File: src/sv/brf_pkg.sv
`timescale 1ns / 1ps
// Package for the Brent-Dekker root finder: Q31.32 types, constants and
// saturating arithmetic helpers. Used by brf_mdu and brent_root_finder_unit.
package brf_pkg;

  localparam int FRAC_BITS = 32;
  localparam int DW        = 64;
  localparam int TOL_W     = 63;
  localparam int CNT_W     = $clog2(DW);

  typedef logic signed [DW-1:0] q_t;

  localparam q_t Q_MAX = {1'b0, {(DW-1){1'b1}}};
  localparam q_t Q_MIN = {1'b1, {(DW-1){1'b0}}};
  localparam q_t Q_ONE = q_t'(1) <<< FRAC_BITS;

  typedef enum logic [1:0] {
    PH_IDLE  = 2'd0,
    PH_LEFT  = 2'd1,
    PH_RIGHT = 2'd2,
    PH_ITER  = 2'd3
  } phase_t;

  typedef enum logic {
    REQ_START = 1'b0,
    REQ_VALUE = 1'b1
  } req_t;

  // Control from the sequencer to the shared multiply/divide unit.
  typedef struct packed {
    logic start;
    logic is_div;
  } md_ctl_t;

  function automatic logic [DW-1:0] f_mag(input q_t x);
    return x[DW-1] ? ({DW{1'b0}} - DW'(x)) : DW'(x);
  endfunction

  function automatic q_t f_pack(input logic neg, input logic [DW-1:0] m);
    if (neg) begin
      return m[DW-1] ? Q_MIN : q_t'({DW{1'b0}} - m);
    end
    return m[DW-1] ? Q_MAX : q_t'(m);
  endfunction

  function automatic q_t f_sabs(input q_t x);
    return f_pack(1'b0, f_mag(x));
  endfunction

  function automatic q_t f_sadd(input q_t x, input q_t y);
    logic signed [DW:0] s;
    s = {x[DW-1], x} + {y[DW-1], y};
    if (s[DW] != s[DW-1]) begin
      return s[DW] ? Q_MIN : Q_MAX;
    end
    return s[DW-1:0];
  endfunction

  function automatic q_t f_ssub(input q_t x, input q_t y);
    logic signed [DW:0] s;
    s = {x[DW-1], x} - {y[DW-1], y};
    if (s[DW] != s[DW-1]) begin
      return s[DW] ? Q_MIN : Q_MAX;
    end
    return s[DW-1:0];
  endfunction

endpackage

File: src/sv/brf_mdu.sv
`timescale 1ns / 1ps
// Shared bit-serial multiply/divide unit for the root finder: saturating
// Q31.32 product and quotient, one bit per cycle. Depends on brf_pkg.
module brf_mdu (
  input  logic             clk,
  input  logic             rst_n,
  input  brf_pkg::md_ctl_t ctl,
  input  brf_pkg::q_t      x,
  input  brf_pkg::q_t      y,
  output logic             done,
  output brf_pkg::q_t      res
);
  import brf_pkg::*;

  typedef enum logic [2:0] {
    MD_IDLE = 3'b001,
    MD_RUN  = 3'b010,
    MD_FIN  = 3'b100
  } md_state_t;

  md_state_t        st_r, st_nxt;
  logic [CNT_W-1:0] cnt_r, cnt_nxt;
  logic             div_r, div_nxt;
  logic             neg_r, neg_nxt;
  logic [DW-1:0]    hi_r, hi_nxt;
  logic [DW-1:0]    lo_r, lo_nxt;
  logic [DW-1:0]    ud_r, ud_nxt;
  logic             done_r, done_nxt;
  q_t               res_r, res_nxt;

  logic [DW-1:0]    ux, uy, dhi;
  logic [DW:0]      sum, rem;
  logic             ge, ovf;
  logic [2*DW-1:0]  prod;
  logic [DW-1:0]    rlo;

  always_comb begin
    ux   = f_mag(x);
    uy   = f_mag(y);
    dhi  = ux >> (DW - FRAC_BITS);
    sum  = {1'b0, hi_r} + (lo_r[0] ? {1'b0, ud_r} : {(DW+1){1'b0}});
    rem  = {hi_r, lo_r[DW-1]};
    ge   = rem[DW] | (rem[DW-1:0] >= ud_r);
    prod = {hi_r, lo_r};
    ovf  = |prod[2*DW-1:DW+FRAC_BITS];
    rlo  = ovf ? {DW{1'b1}} : prod[FRAC_BITS +: DW];

    st_nxt   = st_r;
    cnt_nxt  = cnt_r;
    div_nxt  = div_r;
    neg_nxt  = neg_r;
    hi_nxt   = hi_r;
    lo_nxt   = lo_r;
    ud_nxt   = ud_r;
    done_nxt = 1'b0;
    res_nxt  = res_r;

    case (st_r)
      MD_IDLE: begin
        if (ctl.start) begin
          div_nxt = ctl.is_div;
          neg_nxt = x[DW-1] ^ y[DW-1];
          cnt_nxt = '0;
          if (ctl.is_div) begin
            // A zero divisor or an oversized quotient finishes at once.
            if (uy == '0) begin
              done_nxt = 1'b1;
              res_nxt  = (ux == '0) ? q_t'(0) : (x[DW-1] ? Q_MIN : Q_MAX);
            end else if (dhi >= uy) begin
              done_nxt = 1'b1;
              res_nxt  = f_pack(x[DW-1] ^ y[DW-1], {DW{1'b1}});
            end else begin
              hi_nxt = dhi;
              lo_nxt = ux << FRAC_BITS;
              ud_nxt = uy;
              st_nxt = MD_RUN;
            end
          end else begin
            hi_nxt = '0;
            lo_nxt = uy;
            ud_nxt = ux;
            st_nxt = MD_RUN;
          end
        end
      end
      MD_RUN: begin
        if (div_r) begin
          hi_nxt = ge ? (rem[DW-1:0] - ud_r) : rem[DW-1:0];
          lo_nxt = {lo_r[DW-2:0], ge};
        end else begin
          hi_nxt = sum[DW:1];
          lo_nxt = {sum[0], lo_r[DW-1:1]};
        end
        cnt_nxt = cnt_r + 1'b1;
        if (cnt_r == {CNT_W{1'b1}}) begin
          st_nxt = MD_FIN;
        end
      end
      MD_FIN: begin
        done_nxt = 1'b1;
        res_nxt  = div_r ? f_pack(neg_r, lo_r) : f_pack(neg_r, rlo);
        st_nxt   = MD_IDLE;
      end
      default: begin
        st_nxt = MD_IDLE;
      end
    endcase
  end

  always_ff @(posedge clk) begin
    if (!rst_n) begin
      st_r   <= MD_IDLE;
      cnt_r  <= '0;
      done_r <= 1'b0;
    end else begin
      st_r   <= st_nxt;
      cnt_r  <= cnt_nxt;
      done_r <= done_nxt;
    end
    div_r <= div_nxt;
    neg_r <= neg_nxt;
    hi_r  <= hi_nxt;
    lo_r  <= lo_nxt;
    ud_r  <= ud_nxt;
    res_r <= res_nxt;
  end

  assign done = done_r;
  assign res  = res_r;

endmodule

File: config.mk
export PLATFORM = sky130hd
export DESIGN_NAME = brf_mdu
export DESIGN_NICKNAME = d
export VERILOG_FILES = /design/src/sv/brf_pkg.sv /design/src/sv/brf_mdu.sv
export SDC_FILE = /design/constraint.sdc
export NUM_CORES = 1
export LEC_CHECK = 0
export BUFFER_PORTS_ARGS = -buffer_cell sky130_fd_sc_hd__buf_2
export CAP_MARGIN = 20
export CORE_MARGIN = 4
export CORE_UTILIZATION = 45
export CTS_CLUSTER_DIAMETER = 60
export DETAILED_ROUTE_END_ITERATION = 12
export MAX_ROUTING_LAYER = met4
export SLEW_MARGIN = 20
export SYNTH_ARGS = -nofsm -noshare
export SYNTH_HDL_FRONTEND = slang
export SYNTH_SLANG_ARGS = --single-unit
File: constraint.sdc
create_clock -name clk -period 12.9 [get_ports clk]
set_clock_uncertainty 0.05 [all_clocks]
set_input_delay 2.58 -clock clk [delete_from_list [all_inputs] [get_ports clk]]
set_output_delay 2.58 -clock clk [all_outputs]
set_load 0.01 [all_outputs]
==> Word-level counts from Yosys, hierarchy flattened <==
Cells that the tools add are included.
{ "classes": {"addsub": 7, "n_lt_le_gt_ge": 2, "n_eq_ne": 12, "mux": 59, "bitwise": 2, "n_reduce_logical": 11} }
{ "ops": {"columns": ["cell", "n"], "rows": [
  ["64-bit 2-to-1 mux", 33],
  ["64-bit one-hot mux with 2 select lines", 3],
  ["1-bit by 64-bit subtractor with 64-bit output (first input constant)", 4],
  ["64-bit zero test", 2],
  ["63-bit 2-to-1 mux", 2],
  ["64-bit by 64-bit adder with 65-bit output", 1],
  ["32-bit by 64-bit greater-or-equal comparator with 1-bit output", 1],
  ["64-bit greater-or-equal comparator", 1],
  ["64-bit subtractor", 1],
  ["32-bit OR reduction", 1],
  ["4-bit AND reduction", 4],
  ["3-bit 2-to-1 mux", 5],
  ["1-bit 2-to-1 mux", 12],
  ["6-bit one-hot mux with 2 select lines", 1],
  ["2-bit != test (second input constant)", 5],
  ["3-bit != test (second input constant)", 3],
  ["6-bit by 1-bit adder with 6-bit output (second input constant)", 1],
  ["6-bit == test (second input constant)", 1],
  ["6-bit 2-to-1 mux", 1],
  ["3-bit one-hot mux with 2 select lines", 1],
  ["2-bit AND reduction", 2],
  ["2-bit nonzero test", 2],
  ["3-bit by 1-bit == test with 1-bit output (second input constant)", 1],
  ["3-bit by 2-bit == test with 1-bit output (second input constant)", 1],
  ["other kinds (4)", 4]
]} }
{ "word_totals": {"reg_bits": 268, "inputBits": 132, "out_inout_bits": 65} }

==> Depth between registers and ports, before layout <==
{ "logic_depth": {"ltp_word": 14, "ltp_mapped": 21, "ltp_nobuf": 20} }

==> Least setup slack after synthesis <==
OpenSTA, ideal clock, no wires.
{ "synth_path": {"path_kind": "input to register", "startpoint": "input port x[20]", "endpoint": "register res_r[0], in the netlist res[0], enable pin", "setup_time_ns": 0.576, "arrival_ns": 10.600, "required_ns": 12.274, "path_slack_ns": 1.674, "stages": 18, "path_cell_list": "buf_6 > or4_4 > or4_2 > or3_1 > o31ai_1 > xor2_1 > inv_1 > ha_1 > a21oi_1 > nor2_1 > nor2_1 > a211oi_1 > a211o_1 > a21o_1 > a221oi_1 > o41ai_1 > o21bai_1 > o21ai_0"} }
{ "synth_between": {"elab_chain_cells": 5} }
{ "synth_lines": {"columns": ["item", "line_no", "text"], "rows": [
  ["start, declared", "brf_mdu.sv:8", "input brf_pkg::q_t x,"],
  ["1-bit by 64-bit subtractor with 64-bit output", "brf_pkg.sv:36", "return x[DW-1] ? ({DW{1'b0}} - DW'(x)) : DW'(x);"],
  ["64-bit 2-to-1 mux", "brf_pkg.sv:36", null],
  ["32-bit by 64-bit greater-or-equal comparator with 1-bit output", "brf_mdu.sv:69", "end else if (dhi >= uy) begin"],
  ["3-bit != test (no source line)", null, null],
  ["4-bit AND reduction (no source line)", null, null],
  ["end signal, assigned", "brf_mdu.sv:125", "res_r <= res_nxt;"],
  ["end, declared", "brf_mdu.sv:29", "q_t res_r, res_nxt;"]
]} }
Every way passes these cells.
A chain may end at the register's enable or synchronous reset.

==> Worst setup path in the final report <==
{ "layout_path": {"startpoint": "input port x[9]", "endpoint": "register hi_r[59], enable pin"} }
{ "layout_between": {"elab_chain_cells": 5} }
{ "layout_lines": {"columns": ["item", "line_no", "text"], "rows": [
  ["1-bit by 64-bit subtractor with 64-bit output", "brf_pkg.sv:36", null],
  ["64-bit 2-to-1 mux", "brf_pkg.sv:36", null],
  ["32-bit by 64-bit greater-or-equal comparator with 1-bit output", "brf_mdu.sv:69", null],
  ["3-bit != test (no source line)", null, null],
  ["4-bit AND reduction (no source line)", null, null],
  ["end signal, assigned", "brf_mdu.sv:122", "hi_r <= hi_nxt;"],
  ["end, declared", "brf_mdu.sv:25", "logic [DW-1:0] hi_r, hi_nxt;"]
]} }
Every way passes these cells.

==> results.json <==
{
  "drive_above_1_share_pct": 10.4,
  "finalSetupViolations": 0,
  "r2r-start": "lo_r[63]",
  "clk_latency_ns": 0.58,
  "yosysWarnings": 0,
  "end_kind": "register",
  "drc": 0,
  "timing.final.crit_share_pct": 69.8,
  "hold_viol": 0,
  "port_buffers": 196,
  "synth_cells": 3939,
  "grt_max_degree": 92,
  "fillers": 6688,
  "post-cts-setup-buffers": 0,
  "dieWidth_um": 268,
  "min_from": "cnt_r[5]",
  "cts.repair.resized": 0,
  "synth_simple_gate_area_share_pct": 23.1,
  "ys_dominant_reg_cell": "edfxtp_1",
  "cp_max_fo": 52,
  "drv_cap": 0,
  "cts-root-buf": "clkbuf_16",
  "grt_pass1_vias": 28000,
  "areaGrowthSynthToFinish_pct": 8.86,
  "synth.mux.area_fraction_pct": 5.05,
  "htree_levels": 2,
  "cts_tree": "built",
  "synth_top_family_by_area": "compound AO/OA/AOI/OAI gates",
  "grt_pass1_wl_um": 188000,
  "synth_xor_area_share_pct": 8.98,
  "antenna_found_initial": 0,
  "arrival_ns": 9.15,
  "tns_ns": 0,
  "ant_nets": 0,
  "detailed_place_hpwl_um": 101000,
  "cts_buffer_depth": 3,
  "maxSlewViolCount": 0,
  "core_um2": 66300,
  "syn_avg_cell_area_um2": 7.70,
  "fmax_mhz": 111,
  "multi_input_area_um2": 20800,
  "reg2reg_depth": 16,
  "die_h_um": 268,
  "fin_util_pct": 49.8,
  "grt_overflow": 0,
  "synth_edf_count": 258,
  "nets": 4268,
  "rsz0062_at_grt": "false",
  "cts_sinks": 268,
  "synth_compound_area_share_pct": 24.5,
  "grt_use_total_pct": 35.4,
  "p_per_area_nw_per_um2": 110,
  "drt-pass1-iter-count": 8,
  "p_leak_nw": 13.1,
  "yosys.area_share.adder_pct": 6.97,
  "crit_required_ns": 13.05,
  "numCtsBuffers": 35,
  "post_drt_wl_per_cell_um": 26.5,
  "timing.final.crit_period_ns": 9.00,
  "placed_cell_area_um2": 31900,
  "std_cell_rows": 94,
  "finalInstanceArea_um2": 33000,
  "viasPerCell": 6.48,
  "worst_pin_slew_ns": 1.05,
  "ys_seq_area_share_pct": 26.2,
  "die-area_um2": 71600,
  "synth.net_count": 4238,
  "hold_depth": 1,
  "drt-total-wl_um": 129000,
  "outcome": "complete, no violations",
  "ys_types": 93,
  "holdPathEnd": "cnt_r[5]",
  "hp-class": "reg2reg",
  "ys_ff_latch": 268,
  "r2r-end": "hi_r[25]",
  "hold_buffers": 0,
  "path_clk_slew_ns": 0.06,
  "drtIter0Drc": 4185,
  "start_kind": "input port",
  "regArea_um2": 7950,
  "irDropWorstVdd_uv": 81.4,
  "async_reset_ff_share_pct": 0,
  "timing_worst_setup_path_type": "in2reg",
  "initial_utilization_pct": 45.7,
  "num_vias": 31500,
  "syn_area_um2": 30300,
  "ios": 197,
  "gp_congestion": 0.996,
  "max_slew_margin_pct": 30.0,
  "reg2reg_setup_slack_ns": 6.78
}
## worst max-delay path, cell delays in order
cell	delay, ns
buf_2	0.13
nor4_2	0.59
nand4_1	0.52
nor4_2	0.68
a31oi_1	0.18
xnor2_1	0.36
inv_1	0.11
ha_1	0.21
a21o_1	0.15
a21o_1	0.17
a21o_1	0.17
a21o_1	0.18
a211o_1	0.29
a21o_1	0.19
a221oi_1	0.41
o41ai_1	0.20
o21bai_1	0.38
and2_2	0.23
or2_4	0.68
buf_4	0.67
## Yosys cell counts (111+ instances only)
cell | count | area [um^2]
nor2_1 | 452 | 1700
a21oi_1 | 362 | 1810
nand2_1 | 360 | 1350
o21ai_0 | 308 | 1540
edfxtp_1 | 258 | 7750
clkbuf_1 | 224 | 841
ha_1 | 165 | 2060
xor2_1 | 158 | 1380
xnor2_1 | 153 | 1340
mux2i_1 | 143 | 1430
inv_1 | 134 | 503
nor3_1 | 111 | 556
## logic make-up (layout without fill, tap and decap cells)
group	Yosys count	count (layout)
XOR/XNOR	311	311
buffers and inverters	407	463
other	0	1
AND/OR/NAND/NOR	1444	1444
adder cells (fa/ha/maj)	168	168
AO/OA/AOI/OAI	1189	1189
multiplexers	152	152
flip-flops	268	268
## per-stage QoR
step	total power, W	worst slack [ns]	hold WS (ns)	cells
5_1_grt	0.00378	3.46	0.465	4859
3_5_place_dp	0.00259	3.37	0.398	4796
3_3_place_gp	0.00260	3.48	0.401	4796
6_report	0.00363	3.90	0.417	4860
2_1_floorplan	0.00209	1.67	0.373	3939
4_1_cts	0.00359	3.95	0.409	4859
## metal layers
metal | track usage [%] | part of all wire [%] | up-vias
met5 | - | 0 | -
met3 | 3.98 | 8.8 | 188
met4 | 10.7 | 3.6 | 0
met2 | 48.3 | 40 | 1643
li1 | - | - | 14600
met1 | 54.4 | 47 | 15000
## report_power, final
part           switching, W  internal (W)
combinational      0.000966      0.000501
clock              0.000434      0.000570
sequential         0.000113       0.00105
total               0.00151       0.00212
## how the worst max path moves through the flow
stage	from	end	slack, ns	cells past startpoint
floorplan	x[20]	res[0]	1.67	18
global route	x[9]	hi_r[59]	3.46	20
global placement	x[9]	hi_r[61]	3.48	20
detailed placement	x[9]	hi_r[61]	3.37	20
finish	x[9]	hi_r[59]	3.90	20
CTS	x[9]	hi_r[55]	3.95	20
## flip-flops by register name (all words and copies together), names as in the netlist
| register | cells |
|---|---|
| hi_r | 64 |
| res | 64 |
| div_r | 1 |
| st_r | 3 |
| lo_r | 64 |
| cnt_r | 6 |
| done | 1 |
| ud_r | 64 |
| neg_r | 1 |
## layout by cell type, fill, tap and decap left out, types with 133 or more instances in the layout
cell / synthesis / routed
xnor2_1: 153 / 153
inv_1: 134 / 133
o21ai_0: 308 / 306
edfxtp_1: 258 / 258
buf_2: 5 / 195
ha_1: 165 / 165
nor2_1: 452 / 450
nand2_1: 360 / 360
xor2_1: 158 / 158
mux2i_1: 143 / 143
a21oi_1: 362 / 362
## area by class of cell
| cell class | instances | share of cell area (%) |
|---|---|---|
| multi-input cells | 3264 | 63.1 |
| flip-flops and latches | 268 | 24.1 |
| repair buffers | 263 | 4.50 |
| well taps | 864 | 3.27 |
| clock buffers | 38 | 2.69 |
| inverters | 137 | 1.56 |
| clock inverters | 25 | 0.818 |
| diodes | 1 | 0.00758 |
Power figures use the tool's default switching activity.
